[src/rtl/sevseg_pkg.sv]
// Shared types, constants and segment table for the seven-segment frame sender
`default_nettype none

package sevseg_pkg;

	// default geometry of the frame and the display
	localparam int FRAME_BITS_DEF  = 18;
	localparam int DIGIT_COUNT_DEF = 4;

	// fixed frame layout
	localparam int SEL_BITS   = 4;
	localparam int SEG_BITS   = 8;
	localparam int SEG_SHIFT  = 10;
	localparam int FULL_W     = 32;
	localparam int SYM_W      = 5;
	localparam int POS_W      = 2;

	// controller states
	typedef enum logic [3:0] {
		ST_IDLE,
		ST_START,
		ST_BIT_LO,
		ST_BIT_HI,
		ST_LATCH0,
		ST_LATCH1,
		ST_LATCH2,
		ST_LATCH3,
		ST_LATCH4
	} state_t;

	// source of the data pin level
	typedef enum logic [1:0] {
		DSRC_ZERO,
		DSRC_ONE,
		DSRC_BIT
	} data_src_t;

	// controller to datapath commands
	typedef struct packed {
		logic      load;
		logic      shift;
		logic      valid;
		logic      clk_lvl;
		data_src_t dsrc;
		logic      last;
	} cmd_t;

	// datapath to controller status
	typedef struct packed {
		logic last_bit;
	} status_t;

	// segment pattern for a symbol code; codes past the table are blank
	function automatic logic [SEG_BITS-1:0] seg_lookup(input logic [SYM_W-1:0] sym);
		logic [SEG_BITS-1:0] seg;
		case (sym)
			5'd0:    seg = 8'h3F;
			5'd1:    seg = 8'h06;
			5'd2:    seg = 8'h5B;
			5'd3:    seg = 8'h4F;
			5'd4:    seg = 8'h66;
			5'd5:    seg = 8'h6D;
			5'd6:    seg = 8'h7D;
			5'd7:    seg = 8'h07;
			5'd8:    seg = 8'h7F;
			5'd9:    seg = 8'h6F;
			5'd10:   seg = 8'h77;
			5'd11:   seg = 8'h7C;
			5'd12:   seg = 8'h39;
			5'd13:   seg = 8'h5E;
			5'd14:   seg = 8'h79;
			5'd15:   seg = 8'h71;
			5'd16:   seg = 8'h00;
			5'd17:   seg = 8'h54;
			5'd18:   seg = 8'h58;
			5'd19:   seg = 8'h1C;
			5'd20:   seg = 8'h38;
			5'd21:   seg = 8'h31;
			default: seg = 8'h00;
		endcase
		return seg;
	endfunction

endpackage

`default_nettype wire

[src/rtl/seven_segment_serial_frame_sender_unit.sv]
// Top level of the seven-segment serial frame sender
// The first pin phase appears in the cycle after a request is taken.
// A frame gives 2*FRAME_BITS+6 phases (42 by default), one per cycle, set by the
// phase sequencer; a new request is taken on the final phase, so frames run
// back to back. The receiver cannot stall.
// Reset (arst_n low) returns the sequencer to idle and drops any frame in flight.
`default_nettype none

module seven_segment_serial_frame_sender_unit
	import sevseg_pkg::*;
#(
	parameter int FRAME_BITS  = FRAME_BITS_DEF,
	parameter int DIGIT_COUNT = DIGIT_COUNT_DEF
) (
	input  wire             clk,
	input  wire             arst_n,
	input  wire             start,
	output logic            busy,
	input  wire [POS_W-1:0] digit_position,
	input  wire [SYM_W-1:0] symbol_code,
	output logic            phase_valid,
	output logic            clock_level,
	output logic            data_level,
	output logic            last_phase
);

	cmd_t    cmd;
	status_t status;

	sevseg_ctrl u_ctrl (
		.clk    (clk),
		.arst_n (arst_n),
		.start  (start),
		.busy   (busy),
		.status (status),
		.cmd    (cmd)
	);

	sevseg_dp #(
		.FRAME_BITS  (FRAME_BITS),
		.DIGIT_COUNT (DIGIT_COUNT)
	) u_dp (
		.clk            (clk),
		.arst_n         (arst_n),
		.cmd            (cmd),
		.status         (status),
		.digit_position (digit_position),
		.symbol_code    (symbol_code),
		.phase_valid    (phase_valid),
		.clock_level    (clock_level),
		.data_level     (data_level),
		.last_phase     (last_phase)
	);

endmodule

`default_nettype wire

[src/rtl/sevseg_ctrl.sv]
// Phase sequencer for the serial frame: start, bit phases and latch phases
`default_nettype none

module sevseg_ctrl
	import sevseg_pkg::*;
(
	input  wire          clk,
	input  wire          arst_n,
	input  wire          start,
	output logic         busy,
	input  wire status_t status,
	output cmd_t         cmd
);

	state_t state_q;
	state_t state_d;

	// hold the phase state
	always_ff @(posedge clk or negedge arst_n) begin
		if (!arst_n) begin
			state_q <= ST_IDLE;
		end else begin
			state_q <= state_d;
		end
	end

	// advance through the phases and drive the datapath commands
	always_comb begin
		state_d     = state_q;
		busy        = 1'b1;
		cmd.load    = 1'b0;
		cmd.shift   = 1'b0;
		cmd.valid   = 1'b1;
		cmd.clk_lvl = 1'b0;
		cmd.dsrc    = DSRC_ZERO;
		cmd.last    = 1'b0;
		case (state_q)
			ST_IDLE: begin
				busy      = 1'b0;
				cmd.valid = 1'b0;
				if (start) begin
					cmd.load = 1'b1;
					state_d  = ST_START;
				end
			end
			ST_START: begin
				cmd.dsrc = DSRC_ONE;
				state_d  = ST_BIT_LO;
			end
			ST_BIT_LO: begin
				cmd.dsrc = DSRC_BIT;
				state_d  = ST_BIT_HI;
			end
			ST_BIT_HI: begin
				cmd.clk_lvl = 1'b1;
				cmd.dsrc    = DSRC_BIT;
				cmd.shift   = 1'b1;
				state_d     = status.last_bit ? ST_LATCH0 : ST_BIT_LO;
			end
			ST_LATCH0: begin
				cmd.clk_lvl = 1'b1;
				state_d     = ST_LATCH1;
			end
			ST_LATCH1: begin
				cmd.clk_lvl = 1'b1;
				cmd.dsrc    = DSRC_ONE;
				state_d     = ST_LATCH2;
			end
			ST_LATCH2: begin
				cmd.clk_lvl = 1'b1;
				state_d     = ST_LATCH3;
			end
			ST_LATCH3: begin
				state_d = ST_LATCH4;
			end
			ST_LATCH4: begin
				// take the next request on the final phase
				busy     = 1'b0;
				cmd.dsrc = DSRC_ONE;
				cmd.last = 1'b1;
				if (start) begin
					cmd.load = 1'b1;
					state_d  = ST_START;
				end else begin
					state_d = ST_IDLE;
				end
			end
			default: begin
				cmd.valid = 1'b0;
				state_d   = ST_IDLE;
			end
		endcase
	end

	// a request always opens with the start phase
	a_load_start: assert property (@(posedge clk) disable iff (!arst_n)
		(start && !busy) |=> (state_q == ST_START && cmd.valid))
		else $error("request not followed by start phase");

	// a bit phase pair repeats until the last frame bit
	a_bit_loop: assert property (@(posedge clk) disable iff (!arst_n)
		(state_q == ST_BIT_HI && !status.last_bit) |=> (state_q == ST_BIT_LO))
		else $error("bit loop left early");

	// the latch opens only after the last frame bit
	a_latch_entry: assert property (@(posedge clk) disable iff (!arst_n)
		(state_q == ST_BIT_HI && status.last_bit) |=> (state_q == ST_LATCH0))
		else $error("latch not entered after last bit");

	// no new request while a frame is mid-flight
	a_busy_hold: assert property (@(posedge clk) disable iff (!arst_n)
		(cmd.valid && !cmd.last) |-> (busy && !cmd.load))
		else $error("request taken mid-frame");

endmodule

`default_nettype wire

[src/rtl/sevseg_dp.sv]
// Frame build, bit shift register, bit counter and pin level selection
`default_nettype none

module sevseg_dp
	import sevseg_pkg::*;
#(
	parameter int FRAME_BITS  = FRAME_BITS_DEF,
	parameter int DIGIT_COUNT = DIGIT_COUNT_DEF
) (
	input  wire              clk,
	input  wire              arst_n,
	input  wire cmd_t        cmd,
	output status_t          status,
	input  wire  [POS_W-1:0] digit_position,
	input  wire  [SYM_W-1:0] symbol_code,
	output logic             phase_valid,
	output logic             clock_level,
	output logic             data_level,
	output logic             last_phase
);

	localparam int CNT_W = $clog2(FRAME_BITS);

	logic [SEL_BITS-1:0]   sel;
	logic [SEG_BITS-1:0]   seg;
	logic [FULL_W-1:0]     frame_full;
	logic [FRAME_BITS-1:0] frame_q;
	logic [CNT_W-1:0]      cnt_q;

	// build the frame: active-low digit select and segment pattern
	always_comb begin
		sel = {SEL_BITS{1'b1}};
		if ({1'b0, digit_position} < (POS_W + 1)'(DIGIT_COUNT)) begin
			sel[digit_position] = 1'b0;
		end
		seg        = seg_lookup(symbol_code);
		frame_full = FULL_W'({seg, {(SEG_SHIFT - SEL_BITS){1'b0}}, sel});
	end

	// load the frame, then drop one bit per bit phase pair
	always_ff @(posedge clk) begin
		if (cmd.load) begin
			frame_q <= frame_full[FRAME_BITS-1:0];
		end else if (cmd.shift) begin
			frame_q <= frame_q >> 1;
		end
	end

	// count sent bits
	always_ff @(posedge clk or negedge arst_n) begin
		if (!arst_n) begin
			cnt_q <= '0;
		end else if (cmd.load) begin
			cnt_q <= '0;
		end else if (cmd.shift) begin
			cnt_q <= cnt_q + 1'b1;
		end
	end

	assign status.last_bit = (cnt_q == CNT_W'(FRAME_BITS - 1));

	// select the pin levels for this phase
	always_comb begin
		case (cmd.dsrc)
			DSRC_ZERO: data_level = 1'b0;
			DSRC_ONE:  data_level = 1'b1;
			DSRC_BIT:  data_level = frame_q[0];
			default:   data_level = 1'b0;
		endcase
	end

	assign phase_valid = cmd.valid;
	assign clock_level = cmd.clk_lvl;
	assign last_phase  = cmd.last;

endmodule

`default_nettype wire

[config.mk]
export PLATFORM = sky130hd
export DESIGN_NAME = seven_segment_serial_frame_sender_unit
export DESIGN_NICKNAME = d
export VERILOG_FILES = /design/src/rtl/sevseg_pkg.sv /design/src/rtl/seven_segment_serial_frame_sender_unit.sv /design/src/rtl/sevseg_ctrl.sv /design/src/rtl/sevseg_dp.sv
export SDC_FILE = /design/constraint.sdc
export NUM_CORES = 1
export LEC_CHECK = 0
export ABC_AREA = 1
export BUFFER_PORTS_ARGS = -buffer_cell sky130_fd_sc_hd__buf_2
export CELL_PAD_IN_SITES_DETAIL_PLACEMENT = 0
export CELL_PAD_IN_SITES_GLOBAL_PLACEMENT = 1
export CORE_MARGIN = 1
export CORE_UTILIZATION = 46
export DETAILED_ROUTE_END_ITERATION = 10
export PLACE_DENSITY = 0.91
export SYNTH_ARGS = -nofsm -noshare
export SYNTH_HDL_FRONTEND = slang
export SYNTH_SLANG_ARGS = --single-unit
[constraint.sdc]
create_clock -name clk -period 2.9 [get_ports clk]
set_clock_uncertainty 0.05 [all_clocks]
set_input_delay 0.145 -clock clk [delete_from_list [all_inputs] [get_ports clk]]
set_output_delay 0.145 -clock clk [all_outputs]
set_load 0.02 [all_outputs]
After elaboration in Yosys (flattened, before gate mapping)
Memories as Yosys holds them, arrays and structs flattened.
Index checks and enable logic that the tools add are counted.
Widths: inputs -> output; s select.
{"block": "classes", "addsub": 1, "n_lt_le_gt_ge": 2, "eq_ne": 12, "muxes": 19, "bitwise": 1, "reduce_logical": 8}
{"cell": "$mux 18", "n": 2}
{"cell": "$pmux 4 s9", "n": 1}
{"cell": "$eq 4x3->1 const B", "n": 4}
{"cell": "$mux 5", "n": 2}
{"cell": "$mux 1", "n": 9}
{"cell": "$eq 4x2->1 const B", "n": 2}
{"cell": "$reduce_or 8->1", "n": 1}
{"cell": "$add 5x1->5 const B", "n": 1}
{"cell": "$eq 5x5->1 const B", "n": 1}
{"cell": "$eq 4x1->1 const B", "n": 1}
{"cell": "$eq 4x4->1 const B", "n": 1}
{"cell": "$logic_not 4->1", "n": 1}
{"cell": "$mux 4", "n": 1}
{"cell": "$not 4->4", "n": 1}
{"cell": "$pmux 2 s2", "n": 1}
{"cell": "$reduce_or 2->1", "n": 2}
{"cell": "$reduce_or 4->1", "n": 1}
{"cell": "$lt 2x3->1 const B", "n": 1}
{"cell": "$mux 3", "n": 1}
{"cell": "$reduce_or 3->1", "n": 1}
{"cell": "$demux 1 s2", "n": 1}
{"cell": "$eq 2x1->1 const B", "n": 1}
{"cell": "$eq 2x2->1 const B", "n": 1}
{"cell": "$ge 2x1->1 const B", "n": 1}
{"cell": "4 further kinds", "n": 4}
{"block": "totals", "register_bits": 27, "rom_bits": 224, "in_bits": 10, "out_inout_bits": 5, "memories": 1}
{"memory": "(no name shown)", "depth": 32, "word_bits": 7, "read_ports": 1, "rd_ports_with_merged_regs": 0, "wr": 0, "line_no": "sevseg_pkg.sv:56", "text": "case (sym)"}

Logic depth before layout (Yosys ltp)
{"block": "depth", "word_depth": 6, "mapped_depth": 8, "mapped_depth_nobuf": 8}

Modules after synthesis
A second synthesis with hierarchy kept.
{"block": "hier_totals", "hier_cells": 221, "area_unflattened_um2": 1696.6}
{"module": "sevseg_dp", "instances": 1, "cells_each": 185, "area_each_um2": 1432.6}
{"module": "sevseg_ctrl", "instances": 1, "cells_each": 36, "area_each_um2": 264.0}

Least setup slack after synthesis
OpenSTA, ideal clock, no wires.
{"block": "synth_timing", "kind": "register to output", "start": "register u_ctrl.state_q[1]", "end": "output data_level", "arrival_ns": 1.643, "t_required_ns": 2.705, "slack_ns": 1.062, "stages_incl_launch_ff": 7, "path_cell_list": "dfrtp_1 -> nor2_2 -> nand2_1 -> o22ai_1 -> inv_1 -> ha_1 -> nor2_1"}
{"block": "synth_via", "elab_chain_cells": 5, "elab_cells_between_ends": 11}
{"element": "start: declaration", "line_no": "sevseg_ctrl.sv:15", "text": "state_t state_q;"}
{"element": "start signal: assignment", "line_no": "sevseg_ctrl.sv:23", "text": "state_q <= state_d;"}
{"element": "$eq 4x1->1 (tied with other cells)", "line_no": "sevseg_ctrl.sv:37", "text": "case (state_q)"}
{"element": "$reduce_or 3->1 (no source line) / $reduce_or 2->1 (equally long branches)"}
{"element": "$pmux 2 s2 (*)", "line_no": "sevseg_ctrl.sv:37"}
{"element": "$eq 2x2->1 / $eq 2x1->1 (equally long branches)", "line_no": "sevseg_dp.sv:64", "text": "case (cmd.dsrc)"}
{"element": "$pmux 1 s2 (*)", "line_no": "sevseg_dp.sv:64"}
{"element": "end: declaration", "line_no": "seven_segment_serial_frame_sender_unit.sv:23", "text": "output logic data_level,"}
Mark *: on every way between the ends. The rest lies on a longest branch, timed or not.

Worst setup path in the final report
Ends and elaborated chain as after synthesis.

==> results.md <==
* Die Y at 61.0 um
* Root buf cell: clkbuf_4
* Via count at 1307
* Clk_lat worst skew at 0.32 ns
* CTS resizes at 0
* Placed instance area at 0.00168 mm2
* Layout cells sized above 1 at 12.3%
* Slew @ Worst Pin at 0.453 ns
* Post-CTS Setup Inserts at 0
* Psw at 0.000604 W
* Vias in the first global route at 1080
* Critical path launch point type: flip-flop
* Minimum clock period after layout at 2.11 ns
* Num rows at 21
* Worst setup path category: flip-flop to primary output
* Status: complete, no violations
* Pin count of the biggest net entering global routing at 23
* Switching Fraction at 40.9%
* Placer congestion estimate at 0.829
* Maximum clock insertion buffer count at 2
* Drt first pass iters at 4
* Initial core utilization at 48.0%
* Gr ovfl total at 0
* Core region area at 0.00334 mm2
* CTS tree: built
* Distinct cells, synth at 30
* Final Hold Viols at 0
* Setup TNS at 0 ns
* I/O Buffers at 14
* Worst EP required at 2.71 ns
* Post-synth top area share at 20.6%
* DRT Wirelength at 2850 um
* Fmax at 474 MHz
* # DRC at 0
* # IOs at 15
* Clk slew on worst S/H paths at 0.13 ns
* Setup violators final at 0
* DRT iter0 DRCs at 94
* Total number of yosys warnings at 0
* Final period util at 72.8%
* Post-route cell area at 0.00172 mm2
* Post-Syn Area at 0.00160 mm2
* Post-synthesis register bit count at 26
* Core Util, Final at 51.4%
* Clock power share at 10.2%
* Worst VDD drop at 0.464 mV
* Combinational share of power at 43.2%
* Post-DP HPWL at 2090 um
* WL/cell at 10.8 um
* Nets at 241
* RSZ-0062 raised after global routing: no
* Crit. End Element: primary output
* Pwr dens at 859 mW/mm2
* Largest area contributor in the netlist: edfxtp_1
* Layout Cells excl Fill at 265
* Inst Count DP at 260
* Sequential element share of the synthesized area at 42.2%
* Number of CTS-inserted buffers at 3
* Max H-tree Level at 1
* Die area at 0.00372 mm2
* Tot GR Track Use at 17.4%
* Crit path arrival time at 1.92 ns
* Max FO, Critical Path at 6
* Leakage at 0.854 nW
* Slew HR at 69.7%
* Flop pwr share at 46.6%
* Int Power at 0.000871 W
* Diode count at 0
* Initial antenna violation count at 0
* Post-DRT Antenna Nets at 0
* Via-per-instance ratio at 4.93
* Hold Path Class: primary input to flip-flop
* Hold_ws at 0.0629 ns
* Area grow syn2layout at 7.27%
* Mapped Avg Cell Area at 7.73 um2
* Total nets after synthesis at 228
* Gate Count Post-Synth at 207
* Slew Limit Fails at 0
* First-pass GRT wire length at 4790 um
* Die Width at 61.0 um
* MaxCap Viol Count at 0
* Synth top area cells: edfxtp_1 21%, dfrtp_1 14%, nand2_1 12%
* Sink Count at 26
metal layers:
| metal | routed length, um | track usage (%) | vias to the layer above |
|---|---|---|---|
| met3 | 108 | 3.84 | 4 |
| li1 | - | - | 694 |
| met5 | 0 | 0 | - |
| met1 | 1530 | 25.4 | 586 |
| met4 | 22 | 4.87 | 0 |
| met2 | 1190 | 26.1 | 23 |
cell families after synthesis:
group                    synth area share, %
AND/OR/NAND/NOR                         28.3
AO/OA/AOI/OAI                           11.3
buffers and inverters                   7.90
flip-flops                              42.2
adder cells (fa/ha/maj)                 8.60
XOR/XNOR                                1.64
flip-flops by register name (all words and copies together) (netlist names):
register        flops
u_dp.frame_q       17
u_dp.cnt_q          5
u_ctrl.state_q      4
power groups by stage:
stage          Combinational [W]  Sequential [W]  Clock (W)
3_3_place_gp            0.000636        0.000689          0
4_1_cts                 0.000643        0.000686   0.000159
3_5_place_dp            0.000638        0.000695          0
2_1_floorplan           0.000545        0.000673          0
6_report                0.000637        0.000686   0.000151
5_1_grt                 0.000749        0.000707   0.000170
worst max-delay path, cell delays in order (launching register included):
cell	delay, ns
dfrtp_1	0.44
nor2_2	0.18
nand2_1	0.17
o22ai_1	0.20
inv_1	0.07
ha_1	0.28
nor2_1	0.09
buf_2	0.16
timing repair:
item | CTS | global route
hold endpoints to repair | 9 | 0
endpoints found under the setup margin | 0 | 0
hold buffers | 1 | 0
per-stage QoR:
stage | power [W] | setup WS, ns
final | 0.00147 | 0.790
after global placement | 0.00133 | 1.07
after detailed placement | 0.00133 | 1.03
after CTS | 0.00149 | 0.773
after global routing | 0.00163 | 0.585
after floorplan | 0.00122 | 1.06
cells in the final DEF (no fill, tap or decap):
cell | Yosys | final
ha_1 | 11 | 11
a21oi_1 | 9 | 9
a21boi_1 | 1 | 1
xor2_1 | 2 | 2
clkbuf_4 | 0 | 3
nand3b_1 | 1 | 1
nor3_1 | 2 | 2
dlygate4sd3_1 | 0 | 1
dfxtp_1 | 6 | 6
inv_2 | 3 | 3
o21ai_0 | 14 | 14
xnor2_1 | 1 | 1
nor2_2 | 1 | 1
a21boi_2 | 1 | 1
a21o_1 | 2 | 2
nor2_1 | 30 | 30
o22ai_1 | 2 | 2
clkinv_1 | 1 | 2
a211oi_1 | 1 | 1
edfxtp_1 | 11 | 11
inv_1 | 17 | 17
nand3_2 | 1 | 1
dfrtp_1 | 9 | 9
o31ai_1 | 1 | 1
nand3_1 | 15 | 15
nor2_4 | 1 | 1
nand4_1 | 1 | 1
o21ai_1 | 1 | 1
nand2_2 | 3 | 3
buf_2 | 5 | 14
nand2_1 | 52 | 52
layout make-up:
type / instances / area, um2
multi-input combinational: 153 / 798
timing repair buffer: 15 / 80.1
inverter: 21 / 78.8
clock inverter: 1 / 3.75
tap: 46 / 57.6
sequential: 26 / 676
clock buffer: 3 / 22.5
fill: 322 / 1620
cell usage after synthesis:
library cell  instances
a211oi_1              1
a21boi_1              1
a21boi_2              1
a21o_1                2
a21oi_1               9
buf_2                 5
buf_6                 2
clkinv_1              1
dfrtp_1               9
dfxtp_1               6
edfxtp_1             11
ha_1                 11
inv_1                17
inv_2                 3
nand2_1              52
nand2_2               3
nand3_1              15
nand3_2               1
nand3b_1              1
nand4_1               1
nor2_1               30
nor2_2                1
nor2_4                1
nor3_1                2
o21ai_0              14
o21ai_1               1
o22ai_1               2
o31ai_1               1
xnor2_1               1
xor2_1                2
final timing paths:
| kind | cells after the start | slack (ns) | start | endpoint |
|---|---|---|---|---|
| worst max-delay path | 7 | 0.79 | u_ctrl.state_q[1]$_DFFE_PN0P_ | data_level |
| worst min-delay path | 3 | 0.06 | start | u_ctrl.state_q[0]$_DFFE_PN0P_ |
| worst max register to register | 3 | 1.04 | u_ctrl.state_q[1]$_DFFE_PN0P_ | u_dp.frame_q[0]$_DFFE_PP_ |
| worst min register to register | 2 | 0.45 | u_dp.frame_q[7]$_SDFFE_PP0N_ | u_dp.frame_q[7]$_SDFFE_PP0N_ |
| max in group asynchronous | 2 | 2.50 | arst_n | u_dp.cnt_q[0]$_DFFE_PN0P_ |
| min in group asynchronous | 2 | 0.13 | arst_n | u_dp.cnt_q[1]$_DFFE_PN0P_ |
No activity file was read; power rests on OpenSTA's default activity.
